===== src/rtl/planar_odometry_integrator_top_assert.svh =====
// Assertion macros shared by the odometry integrator RTL.
`ifndef PLANAR_ODOMETRY_INTEGRATOR_TOP_ASSERT_SVH
`define PLANAR_ODOMETRY_INTEGRATOR_TOP_ASSERT_SVH

// Same-cycle implication, sampled on clk, off while rst_n is low.
`define POI_ASSERT_SAME(label, ante, cons, msg) \
    label: assert property (@(posedge clk) disable iff (!rst_n) (ante) |-> (cons)) \
        else $error(msg);

// Next-cycle implication, sampled on clk, off while rst_n is low.
`define POI_ASSERT_NEXT(label, ante, cons, msg) \
    label: assert property (@(posedge clk) disable iff (!rst_n) (ante) |=> (cons)) \
        else $error(msg);

`endif


===== src/rtl/poi_pkg.sv =====
// Shared types, widths and the arctangent table of the odometry integrator.
package poi_pkg;

    // Field and datapath widths
    localparam int ANGLE_W      = 32;
    localparam int TRIG_W       = 32;
    localparam int ZACC_W       = 33;
    localparam int VEL_W        = 20;
    localparam int YAW_W        = 24;
    localparam int DT_W         = 20;
    localparam int POS_W        = 32;
    localparam int WVEL_W       = 38;
    localparam int MUL_A_W      = 38;
    localparam int MUL_B_W      = 21;
    localparam int PROD_W       = MUL_A_W + MUL_B_W;
    localparam int ATAN_ENTRIES = 24;
    localparam int STEP_W       = 5;

    // Reciprocal of the limit CORDIC gain, Q30
    localparam logic signed [TRIG_W-1:0] CORDIC_GAIN_Q30 = 32'sd652032874;

    // Request and status between the sequencer and the CORDIC unit
    typedef struct packed {
        logic               start;
        logic [ANGLE_W-1:0] angle;
    } cordic_req_t;

    typedef struct packed {
        logic busy;
        logic done;
    } cordic_sts_t;

    // Arctangent of 2^-i as a binary angle (2^31 = pi)
    function automatic logic [ANGLE_W-1:0] atan_lut(input logic [STEP_W-1:0] idx);
        logic [ANGLE_W-1:0] v;
        unique case (idx)
            5'd0:    v = 32'd536870912;
            5'd1:    v = 32'd316933406;
            5'd2:    v = 32'd167458907;
            5'd3:    v = 32'd85004756;
            5'd4:    v = 32'd42667331;
            5'd5:    v = 32'd21354465;
            5'd6:    v = 32'd10679838;
            5'd7:    v = 32'd5340245;
            5'd8:    v = 32'd2670163;
            5'd9:    v = 32'd1335087;
            5'd10:   v = 32'd667544;
            5'd11:   v = 32'd333772;
            5'd12:   v = 32'd166886;
            5'd13:   v = 32'd83443;
            5'd14:   v = 32'd41722;
            5'd15:   v = 32'd20861;
            5'd16:   v = 32'd10430;
            5'd17:   v = 32'd5215;
            5'd18:   v = 32'd2608;
            5'd19:   v = 32'd1304;
            5'd20:   v = 32'd652;
            5'd21:   v = 32'd326;
            5'd22:   v = 32'd163;
            5'd23:   v = 32'd81;
            default: v = '0;
        endcase
        return v;
    endfunction

endpackage


===== src/rtl/planar_odometry_integrator_top.sv =====
// Top level of the planar dead-reckoning odometry integrator.
// Each transfer on the slave side carries a body velocity, a yaw rate and a time step; the block
// rotates the velocity by the heading held before the update (sine and cosine from an iterative
// CORDIC, one micro-rotation per cycle), integrates x, y and heading, and sends one pose transfer
// on the master side. x and y saturate at the 32-bit limits, heading is a binary angle that wraps.
// The pose resets to zero. An item passes through an accept state, the CORDIC micro-rotations,
// the seven products and a flush through the single shared multiplier, and the load of the
// output register, which waits while the previous pose still waits there. s_tready is high
// only while the block is idle; a finished pose may wait in the output register while the
// next item is taken.
module planar_odometry_integrator_top
    import poi_pkg::*;
#(
    parameter int CORDIC_STEPS = 16
)
(
    input  logic         clk,
    input  logic         rst_n,
    input  logic         s_tvalid,
    output logic         s_tready,
    // vel_forward[19:0], vel_side[39:20], yaw_rate[63:40], time_step[83:64], zero pad
    input  logic [87:0]  s_tdata,
    output logic         m_tvalid,
    input  logic         m_tready,
    // pose_x[31:0], pose_y[63:32], heading[95:64]
    output logic [95:0]  m_tdata
);

    typedef enum logic [1:0] {S_IDLE, S_ROT, S_MUL, S_DONE} state_t;

    typedef enum logic [2:0] {
        OP_VF_C, OP_VS_S, OP_VF_S, OP_VS_C, OP_WX_DT, OP_WY_DT, OP_WZ_DT, OP_FLUSH
    } mul_op_t;

    localparam logic signed [PROD_W-1:0] HALF_14 = PROD_W'(1) <<< 13;
    localparam logic signed [PROD_W-1:0] HALF_36 = PROD_W'(1) <<< 35;
    localparam logic signed [PROD_W-1:0] HALF_9  = PROD_W'(1) <<< 8;
    localparam logic signed [POS_W:0]    POS_MAX = (POS_W+1)'((64'sd1 <<< (POS_W-1)) - 1);
    localparam logic signed [POS_W:0]    POS_MIN = -((POS_W+1)'(64'sd1 <<< (POS_W-1)));

    state_t                     state_reg, state_next;
    mul_op_t                    op_reg, op_next;
    logic                       m_tvalid_reg, m_tvalid_next;

    logic signed [VEL_W-1:0]    vf_reg, vf_next;
    logic signed [VEL_W-1:0]    vs_reg, vs_next;
    logic signed [YAW_W-1:0]    wz_reg, wz_next;
    logic [DT_W-1:0]            dt_reg, dt_next;
    logic signed [PROD_W-1:0]   acc_reg, acc_next;
    logic signed [WVEL_W-1:0]   wx_reg, wx_next;
    logic signed [WVEL_W-1:0]   wy_reg, wy_next;
    logic signed [POS_W-1:0]    x_reg, x_next;
    logic signed [POS_W-1:0]    y_reg, y_next;
    logic [ANGLE_W-1:0]         hd_reg, hd_next;
    logic [95:0]                out_reg, out_next;

    cordic_req_t                cordic_req;
    cordic_sts_t                cordic_sts;
    logic signed [TRIG_W-1:0]   cos_q30;
    logic signed [TRIG_W-1:0]   sin_q30;

    logic                       mul_en;
    logic signed [MUL_A_W-1:0]  mul_a;
    logic signed [MUL_B_W-1:0]  mul_b;
    logic signed [PROD_W-1:0]   product;

    logic                       in_xfer;
    logic signed [MUL_B_W-1:0]  dt_ext;
    logic signed [PROD_W-1:0]   vel_sum;
    logic signed [PROD_W-1:0]   disp_rnd;
    logic signed [PROD_W-1:0]   hd_rnd;
    logic signed [POS_W:0]      pos_sum;
    logic signed [POS_W:0]      pos_sat;
    logic signed [POS_W:0]      pos_old;

    assign in_xfer  = s_tvalid && s_tready;
    assign s_tready = (state_reg == S_IDLE);
    assign m_tvalid = m_tvalid_reg;
    assign m_tdata  = out_reg;
    assign dt_ext   = $signed({{(MUL_B_W-DT_W){1'b0}}, dt_reg});

    // Start the CORDIC on the stored heading when an item is taken
    assign cordic_req.start = in_xfer;
    assign cordic_req.angle = hd_reg;

    poi_cordic #(
        .STEPS (CORDIC_STEPS)
    ) u_cordic (
        .clk     (clk),
        .rst_n   (rst_n),
        .req     (cordic_req),
        .sts     (cordic_sts),
        .cos_q30 (cos_q30),
        .sin_q30 (sin_q30)
    );

    poi_mul u_mul (
        .clk     (clk),
        .en      (mul_en),
        .a       (mul_a),
        .b       (mul_b),
        .product (product)
    );

    // Select multiplier operands for the op issued this cycle
    always_comb
    begin
        mul_en = (state_reg == S_MUL);
        mul_a  = '0;
        mul_b  = '0;
        unique case (op_reg)
            OP_VF_C:
            begin
                mul_a = MUL_A_W'(cos_q30);
                mul_b = MUL_B_W'(vf_reg);
            end
            OP_VS_S:
            begin
                mul_a = MUL_A_W'(sin_q30);
                mul_b = MUL_B_W'(vs_reg);
            end
            OP_VF_S:
            begin
                mul_a = MUL_A_W'(sin_q30);
                mul_b = MUL_B_W'(vf_reg);
            end
            OP_VS_C:
            begin
                mul_a = MUL_A_W'(cos_q30);
                mul_b = MUL_B_W'(vs_reg);
            end
            OP_WX_DT:
            begin
                mul_a = wx_reg;
                mul_b = dt_ext;
            end
            OP_WY_DT:
            begin
                mul_a = wy_reg;
                mul_b = dt_ext;
            end
            OP_WZ_DT:
            begin
                mul_a = MUL_A_W'(wz_reg);
                mul_b = dt_ext;
            end
            OP_FLUSH:
            begin
                mul_a = '0;
                mul_b = '0;
            end
        endcase
    end

    // Round world velocity, displacement and heading step from the registered product
    always_comb
    begin
        vel_sum  = (op_reg == OP_VF_S) ? (acc_reg - product) : (acc_reg + product);
        vel_sum  = vel_sum + HALF_14;
        disp_rnd = (product + HALF_36) >>> 36;
        hd_rnd   = (product + HALF_9) >>> 9;
        pos_old  = (op_reg == OP_WY_DT) ? (POS_W+1)'(x_reg) : (POS_W+1)'(y_reg);
        pos_sum  = pos_old + (POS_W+1)'(disp_rnd);
        if (pos_sum > POS_MAX)
        begin
            pos_sat = POS_MAX;
        end
        else if (pos_sum < POS_MIN)
        begin
            pos_sat = POS_MIN;
        end
        else
        begin
            pos_sat = pos_sum;
        end
    end

    // Sequence accept, rotation, products and output load
    always_comb
    begin
        state_next    = state_reg;
        op_next       = op_reg;
        m_tvalid_next = m_tvalid_reg;
        vf_next       = vf_reg;
        vs_next       = vs_reg;
        wz_next       = wz_reg;
        dt_next       = dt_reg;
        acc_next      = acc_reg;
        wx_next       = wx_reg;
        wy_next       = wy_reg;
        x_next        = x_reg;
        y_next        = y_reg;
        hd_next       = hd_reg;
        out_next      = out_reg;

        if (m_tvalid_reg && m_tready)
        begin
            m_tvalid_next = 1'b0;
        end

        unique case (state_reg)
            S_IDLE:
            begin
                if (in_xfer)
                begin
                    vf_next    = $signed(s_tdata[19:0]);
                    vs_next    = $signed(s_tdata[39:20]);
                    wz_next    = $signed(s_tdata[63:40]);
                    dt_next    = s_tdata[83:64];
                    state_next = S_ROT;
                end
            end
            S_ROT:
            begin
                if (cordic_sts.done)
                begin
                    op_next    = OP_VF_C;
                    state_next = S_MUL;
                end
            end
            S_MUL:
            begin
                // Consume the product of the op issued in the previous cycle
                unique case (op_reg)
                    OP_VF_C:  acc_next = acc_reg;
                    OP_VS_S:  acc_next = product;
                    OP_VF_S:  wx_next  = vel_sum[WVEL_W+13:14];
                    OP_VS_C:  acc_next = product;
                    OP_WX_DT: wy_next  = vel_sum[WVEL_W+13:14];
                    OP_WY_DT: x_next   = pos_sat[POS_W-1:0];
                    OP_WZ_DT: y_next   = pos_sat[POS_W-1:0];
                    OP_FLUSH: hd_next  = hd_reg + hd_rnd[ANGLE_W-1:0];
                endcase
                if (op_reg == OP_FLUSH)
                begin
                    state_next = S_DONE;
                end
                else
                begin
                    op_next = mul_op_t'(op_reg + 3'd1);
                end
            end
            S_DONE:
            begin
                // Load the pose once the output register is free
                if (!m_tvalid_reg || m_tready)
                begin
                    out_next      = {hd_reg, y_reg, x_reg};
                    m_tvalid_next = 1'b1;
                    state_next    = S_IDLE;
                end
            end
        endcase
    end

    // Hold state, pose and output valid
    always_ff @(posedge clk or negedge rst_n)
    begin
        if (!rst_n)
        begin
            state_reg    <= S_IDLE;
            op_reg       <= OP_VF_C;
            m_tvalid_reg <= 1'b0;
            x_reg        <= '0;
            y_reg        <= '0;
            hd_reg       <= '0;
        end
        else
        begin
            state_reg    <= state_next;
            op_reg       <= op_next;
            m_tvalid_reg <= m_tvalid_next;
            x_reg        <= x_next;
            y_reg        <= y_next;
            hd_reg       <= hd_next;
        end
    end

    // Hold operands, partial sums and the output word
    always_ff @(posedge clk)
    begin
        vf_reg  <= vf_next;
        vs_reg  <= vs_next;
        wz_reg  <= wz_next;
        dt_reg  <= dt_next;
        acc_reg <= acc_next;
        wx_reg  <= wx_next;
        wy_reg  <= wy_next;
        out_reg <= out_next;
    end

`include "planar_odometry_integrator_top_assert.svh"

    `POI_ASSERT_NEXT(a_accept_rotates, in_xfer, (state_reg == S_ROT) && cordic_sts.busy,
        "accepted item did not start the rotation")
    `POI_ASSERT_SAME(a_valid_from_done, $rose(m_tvalid), $past(state_reg == S_DONE),
        "pose presented without finishing the sequence")
    `POI_ASSERT_SAME(a_mul_after_rot, (state_reg == S_MUL), !cordic_sts.busy,
        "products issued while the rotation runs")

endmodule


===== src/rtl/poi_cordic.sv =====
// Iterative rotation-mode CORDIC: one shift-add micro-rotation per cycle.
module poi_cordic
    import poi_pkg::*;
#(
    parameter int STEPS = 16
)
(
    input  logic                      clk,
    input  logic                      rst_n,
    input  cordic_req_t               req,
    output cordic_sts_t               sts,
    output logic signed [TRIG_W-1:0]  cos_q30,
    output logic signed [TRIG_W-1:0]  sin_q30
);

    localparam int NSTEPS = (STEPS > ATAN_ENTRIES) ? ATAN_ENTRIES : STEPS;
    localparam logic [STEP_W-1:0] LAST_STEP = STEP_W'(NSTEPS - 1);

    logic                      busy_reg, busy_next;
    logic [STEP_W-1:0]         step_reg, step_next;
    logic                      flip_reg, flip_next;
    logic signed [TRIG_W-1:0]  x_reg, x_next;
    logic signed [TRIG_W-1:0]  y_reg, y_next;
    logic signed [ZACC_W-1:0]  z_reg, z_next;

    logic [1:0]                quad;
    logic                      fold;
    logic [ANGLE_W-1:0]        folded;
    logic signed [TRIG_W-1:0]  dx;
    logic signed [TRIG_W-1:0]  dy;
    logic signed [ZACC_W-1:0]  dz;

    // Fold the angle into [-pi/2, pi/2) and run one micro-rotation per cycle
    always_comb
    begin
        quad      = req.angle[ANGLE_W-1:ANGLE_W-2];
        fold      = (quad == 2'b01) || (quad == 2'b10);
        folded    = fold ? {~req.angle[ANGLE_W-1], req.angle[ANGLE_W-2:0]} : req.angle;
        dx        = y_reg >>> step_reg;
        dy        = x_reg >>> step_reg;
        dz        = $signed({1'b0, atan_lut(step_reg)});
        busy_next = busy_reg;
        step_next = step_reg;
        flip_next = flip_reg;
        x_next    = x_reg;
        y_next    = y_reg;
        z_next    = z_reg;
        if (req.start)
        begin
            busy_next = 1'b1;
            step_next = '0;
            flip_next = fold;
            x_next    = CORDIC_GAIN_Q30;
            y_next    = '0;
            z_next    = ZACC_W'($signed(folded));
        end
        else if (busy_reg)
        begin
            if (z_reg >= 0)
            begin
                x_next = x_reg - dx;
                y_next = y_reg + dy;
                z_next = z_reg - dz;
            end
            else
            begin
                x_next = x_reg + dx;
                y_next = y_reg - dy;
                z_next = z_reg + dz;
            end
            step_next = step_reg + STEP_W'(1);
            if (step_reg == LAST_STEP)
            begin
                busy_next = 1'b0;
            end
        end
    end

    // Hold control state
    always_ff @(posedge clk or negedge rst_n)
    begin
        if (!rst_n)
        begin
            busy_reg <= 1'b0;
            step_reg <= '0;
        end
        else
        begin
            busy_reg <= busy_next;
            step_reg <= step_next;
        end
    end

    // Hold the rotating vector
    always_ff @(posedge clk)
    begin
        flip_reg <= flip_next;
        x_reg    <= x_next;
        y_reg    <= y_next;
        z_reg    <= z_next;
    end

    // Undo the fold by negating both results
    assign cos_q30  = flip_reg ? -x_reg : x_reg;
    assign sin_q30  = flip_reg ? -y_reg : y_reg;
    assign sts.busy = busy_reg;
    assign sts.done = busy_reg && (step_reg == LAST_STEP);

`include "planar_odometry_integrator_top_assert.svh"

    `POI_ASSERT_NEXT(a_start_busy, req.start, busy_reg, "CORDIC did not start")
    `POI_ASSERT_NEXT(a_last_step_ends, sts.done && !req.start, !busy_reg,
        "CORDIC ran past its last step")
    `POI_ASSERT_SAME(a_no_restart, req.start, !busy_reg, "CORDIC restarted while busy")

endmodule


===== src/rtl/poi_mul.sv =====
// Shared signed multiplier with a registered product.
module poi_mul
    import poi_pkg::*;
(
    input  logic                       clk,
    input  logic                       en,
    input  logic signed [MUL_A_W-1:0]  a,
    input  logic signed [MUL_B_W-1:0]  b,
    output logic signed [PROD_W-1:0]   product
);

    logic signed [PROD_W-1:0] prod_reg;

    // Register the product
    always_ff @(posedge clk)
    begin
        if (en)
        begin
            prod_reg <= PROD_W'(a) * PROD_W'(b);
        end
    end

    assign product = prod_reg;

endmodule


===== config.mk =====
export PLATFORM = sky130hd
export DESIGN_NAME = planar_odometry_integrator_top
export DESIGN_NICKNAME = d
export VERILOG_FILES = /design/src/rtl/poi_pkg.sv /design/src/rtl/planar_odometry_integrator_top.sv /design/src/rtl/poi_cordic.sv /design/src/rtl/poi_mul.sv
export VERILOG_INCLUDE_DIRS = /design/src /design/src/rtl
export SDC_FILE = /design/constraint.sdc
export NUM_CORES = 2
export LEC_CHECK = 0
export BUFFER_PORTS_ARGS = -buffer_cell sky130_fd_sc_hd__buf_2
export CORE_MARGIN = 2
export CORE_UTILIZATION = 30
export CTS_CLUSTER_DIAMETER = 40
export DETAILED_ROUTE_END_ITERATION = 7
export PLACE_DENSITY = 0.47
export SLEW_MARGIN = 15
export SYNTH_ARGS = -nofsm -noshare
export SYNTH_HDL_FRONTEND = slang
export SYNTH_HIERARCHICAL = 1
export SYNTH_SLANG_ARGS = --single-unit
export TNS_END_PERCENT = 100

===== constraint.sdc =====
create_clock -name clk -period 14.6 [get_ports clk]
set_clock_uncertainty 0.2 [all_clocks]
set_input_delay 1.46 -clock clk [delete_from_list [all_inputs] [get_ports clk]]
set_output_delay 1.46 -clock clk [all_outputs]
set_load 0.005 [all_outputs]

# Yosys cells after proc, flatten, opt, wreduce, memory -nomap -nowiden
# Memories as Yosys holds them, arrays and structs flattened.
# Index checks and enable logic that the tools add are counted.
# classes
reduce_logical	25
n_bitwise	1
shifts	2
addsub	17
n_mul	1
n_eq_ne	18
div	0
n_lt_le_gt_ge	3
n_mux	30
# ops
cell	count
$pmux 38 s6	1
$mux 32	7
$mux 33	4
$add 32x32->32	3
$pmux 21 s4	1
$neg 32->32	2
$sshr 32x5->32	2
$sub 32x32->32	2
$add 59x37->59 const B	1
$mul 38x21->59	1
$add 52x15->52 const B	1
$add 52x52->52	1
$mux 52	1
$sub 52x52->52	1
$add 41x10->41 const B	1
$add 33x23->33	1
$add 33x33->33	1
$ge 33x1->1 const B	1
$gt 33x32->1 const B	1
$lt 33x32->1 const B	1
$sub 33x33->33	1
$reduce_and 2->1	8
$eq 3x3->1 const B	4
$mux 5	2
other kinds (25)	48
# totals
wordCells	119
register_bits	573
latch_bits	0
mem_bits_ro	960
out_inout_bits	98
memories	1
in_bits	92
ram_bits	0
# memory_table
name	words	width	rd	rd_clocked_by_memory_dff	wr	line_no	source
(no name shown)	32	30	1	0	0	poi_pkg.sv:36	unique case (idx)

# Logic depth before layout (Yosys ltp)
# logic_depth
depth_word	6
depth_mapped	42
ltp_nobuf	40

# Modules after synthesis
# The synthesis kept the hierarchy.
# modules_own_cells
module	seq_area_each_um2	n_inst	area_each_um2	cells_per_inst
poi_mul	1771.7	1	29017.8	3187
planar_odometry_integrator_top	11801.3	1	24250.8	2386
poi_cordic	2452.4	1	16907.5	2103

# Worst setup path after synthesis
# Ideal clock, no wire load.
# synth_path
path_type	flip-flop to flip-flop
from	reg u_cordic.y_reg[1]
to	reg u_mul.prod_reg[58], in the netlist u_mul/product[58], data pin
required_time_ns	14.140
synth_period_minus_slack_ns	10.249
arrival_ns	9.789
setup_slack_ns	4.351
stages_incl_launch_ff	39
path_cell_list	dfxtp_1 > inv_1 > nand2_1 > or4_1 > or2_2 > or3_1 > inv_1 > nand2_1 > or3_1 > or3_1 > o31ai_1 > xnor2_1 > inv_1 > o21ai_1 > a221o_1 > clkbuf_1 > and2_1 > fa_1 > (+3 left out) > fa_1 > inv_1 > fa_1 > fa_1 > inv_1 > fa_1 > inv_1 > ha_1 > clkbuf_1 > a21o_1 > a21o_1 > a21o_1 > a21o_1 > a221oi_1 > o21ai_1 > a211o_1 > a21o_1 > xnor2_1
# synth_between
elab_chain_len	4
# synth_lines
element	line_no	source
start, declared	poi_cordic.sv:23	logic signed [TRIG_W-1:0] y_reg, y_next;
start signal, assigned	poi_cordic.sv:99	y_reg <= y_next;
$neg 32->32	poi_cordic.sv:105	assign sin_q30 = flip_reg ? -y_reg : y_reg;
$mux 32	poi_cordic.sv:105	
named net sin_q30[31]	planar_odometry_integrator_top.sv:60	logic signed [TRIG_W-1:0] sin_q30;
$pmux 38 s6	planar_odometry_integrator_top.sv:111	unique case (op_reg)
named net mul_a[37]	planar_odometry_integrator_top.sv:63	logic signed [MUL_A_W-1:0] mul_a;
$mul 38x21->59	poi_mul.sv:19	prod_reg <= PROD_W'(a) * PROD_W'(b);
end signal, assigned	poi_mul.sv:19	
end, declared	poi_mul.sv:12	logic signed [PROD_W-1:0] prod_reg;
# The timed path passes the listed nets, and every way through them passes these cells.
# A chain may end at the register's enable or synchronous reset.

# Worst setup path after layout
# Ends and elaborated chain as after synthesis.

==> run metrics <==
status=completed; most common cell after layout, fill and taps aside=nand2_1; fill count=24.0k; Core Box Area=0.233 sq mm; final setup vio count=0; Critical Path RT=14.86 ns; share of cells above drive strength 1=9.92%; CP dominant cell by count=fa_1; Initial Util=30.2%; Post-DP HPWL=181000 microns; total of warnings raised by yosys=6; Final #Nets=8905; Port Buffers=185; period utilisation layout=81.4%; CTS root buf=clkbuf_16; detailed-route vias per instance=5.17; crit start category=flip-flop; deepest clock path buffer count=3; path depth of the worst reg2reg path=35; Hold Crit Endpoint=m_tdata[38]; wirelength, routed=239000 microns; setup bufs post-CTS=0; crit-path max FO=21; Worst R2R Start=u_cordic/y_reg[1]; Worst Tran Pin Value=1.33 ns; grt ovf=0; kind of critical path=reg -> reg; cells after synthesis=7675; antenna violations before repair=8; first-pass iteration count of the detailed router=7; worst skew pair latency=0.78 ns; Die Wd=488 microns; Post-CTS Hold Buffers=0; Via Count=55.8k; slowest stage delay, CP=0.93 ns; max FFs per register=96; GRT Total Usage=20.0%; CTS Buf Count=116; crit path DAT=12.14 ns; WHS Path Cells=0; clock slew at reported path FFs=0.06 ns; Pins Over Slew Limit=0; slew margin rel.=11.2%; maximum clock rate=84.2 MHz; Critical Path Slowest Stage Cell=fa_1; total die area=0.238 sq mm; Worst Setup End Kind=flip-flop; Reg2Reg Capture Point=u_mul/product[58]; I/O pin total=190; Tmin final=11.88 ns; largest net degree at the start of global routing=71; Setup TNS=0 ns; hold path start=y_reg[6]; MaxCap Viol Count=0; commonest cells after routing, fill and taps aside=1118 x nand2_1, 1007 x inv_1, 787 x fa_1; RSZ-0062 raised after global routing=false; CTS tree=done; vias in the first global route=57.5k; # resized after CTS=0; CTS Sinks=573; syn_area_per_cell=9.14 sq um; DRT iter0 DRCs=4235; post-route ant nets=0; first-pass GRT wire length=363000 microns; P&R area growth vs syn=11.7%; # rows=177; Final Wtd Congestion=0.914; Routed WL per cell=22.1 microns; endpoints failing hold=0; CTS HTree Levels=3; worst reg-to-reg setup slack=2.72 ns; DIE HEIGHT=488 microns; synthesized area=0.0702 sq mm; DRC viols=0; worst hold-check path type=reg -> reg; Mapped Nets=8936
## how the worst max path moves through the flow
stage | cells past startpoint | start | to
2_1_floorplan | 38 | u_cordic/y_reg[1] | u_mul/product[58]
3_3_place_gp | 34 | u_cordic/y_reg[1] | u_mul/product[55]
5_1_grt | 38 | u_cordic/y_reg[1] | u_mul/product[58]
3_5_place_dp | 37 | u_cordic/y_reg[1] | u_mul/product[58]
4_1_cts | 37 | u_cordic/y_reg[1] | u_mul/product[58]
6_report | 35 | u_cordic/y_reg[1] | u_mul/product[58]
## layer usage
layer	GRT usage [%]	vias to the layer above	wire length (microns)	part of all wire, %
li1	-	25600	-	-
met1	27.6	28200	109000	45
met2	32.4	1635	110000	46
met3	3.09	294	14100	5.9
met4	5.52	2	6400	2.7
met5	0	-	13	0.0054
## critical path, delay by kind of cell (launching register included)
kind,cells,cell delay [ns]
AOI/OAI and AO/OA,11,3.50
buffers and inverters,6,0.67
and+or+nand+nor,8,2.24
xor gates and xnor gates,2,0.31
adders and majority gates,8,4.26
DFF,1,0.37
## final cells by class
| class | instances | area (sq um) | area share [%] |
|---|---|---|---|
| Antenna cell | 4 | 10.0 | 0.0128 |
| Clock buffer | 123 | 2970 | 3.79 |
| Clock inverter | 95 | 1160 | 1.48 |
| Inverter | 1019 | 3820 | 4.88 |
| Multi-Input combinational cell | 5633 | 48800 | 62.2 |
| Sequential cell | 573 | 16000 | 20.5 |
| Tap cell | 3043 | 3810 | 4.86 |
| Timing Repair Buffer | 301 | 1800 | 2.30 |
## stage by stage
stage	utilization, %	setup slack [ns]	hold slack, ns	area, sq um	std cells
CTS	33.7	2.65	0.258	78300	10800
global route	33.7	2.06	0.258	78400	10800
global placement	31.9	2.79	0.258	74200	10600
floorplan	-	4.35	0.224	70200	7675
finish	33.7	2.72	0.260	78400	10800
detailed placement	31.9	2.66	0.259	74200	10600
Power is not shown: default switching activity piles up to over one toggle a cycle in this logic, so the estimate is an artifact.
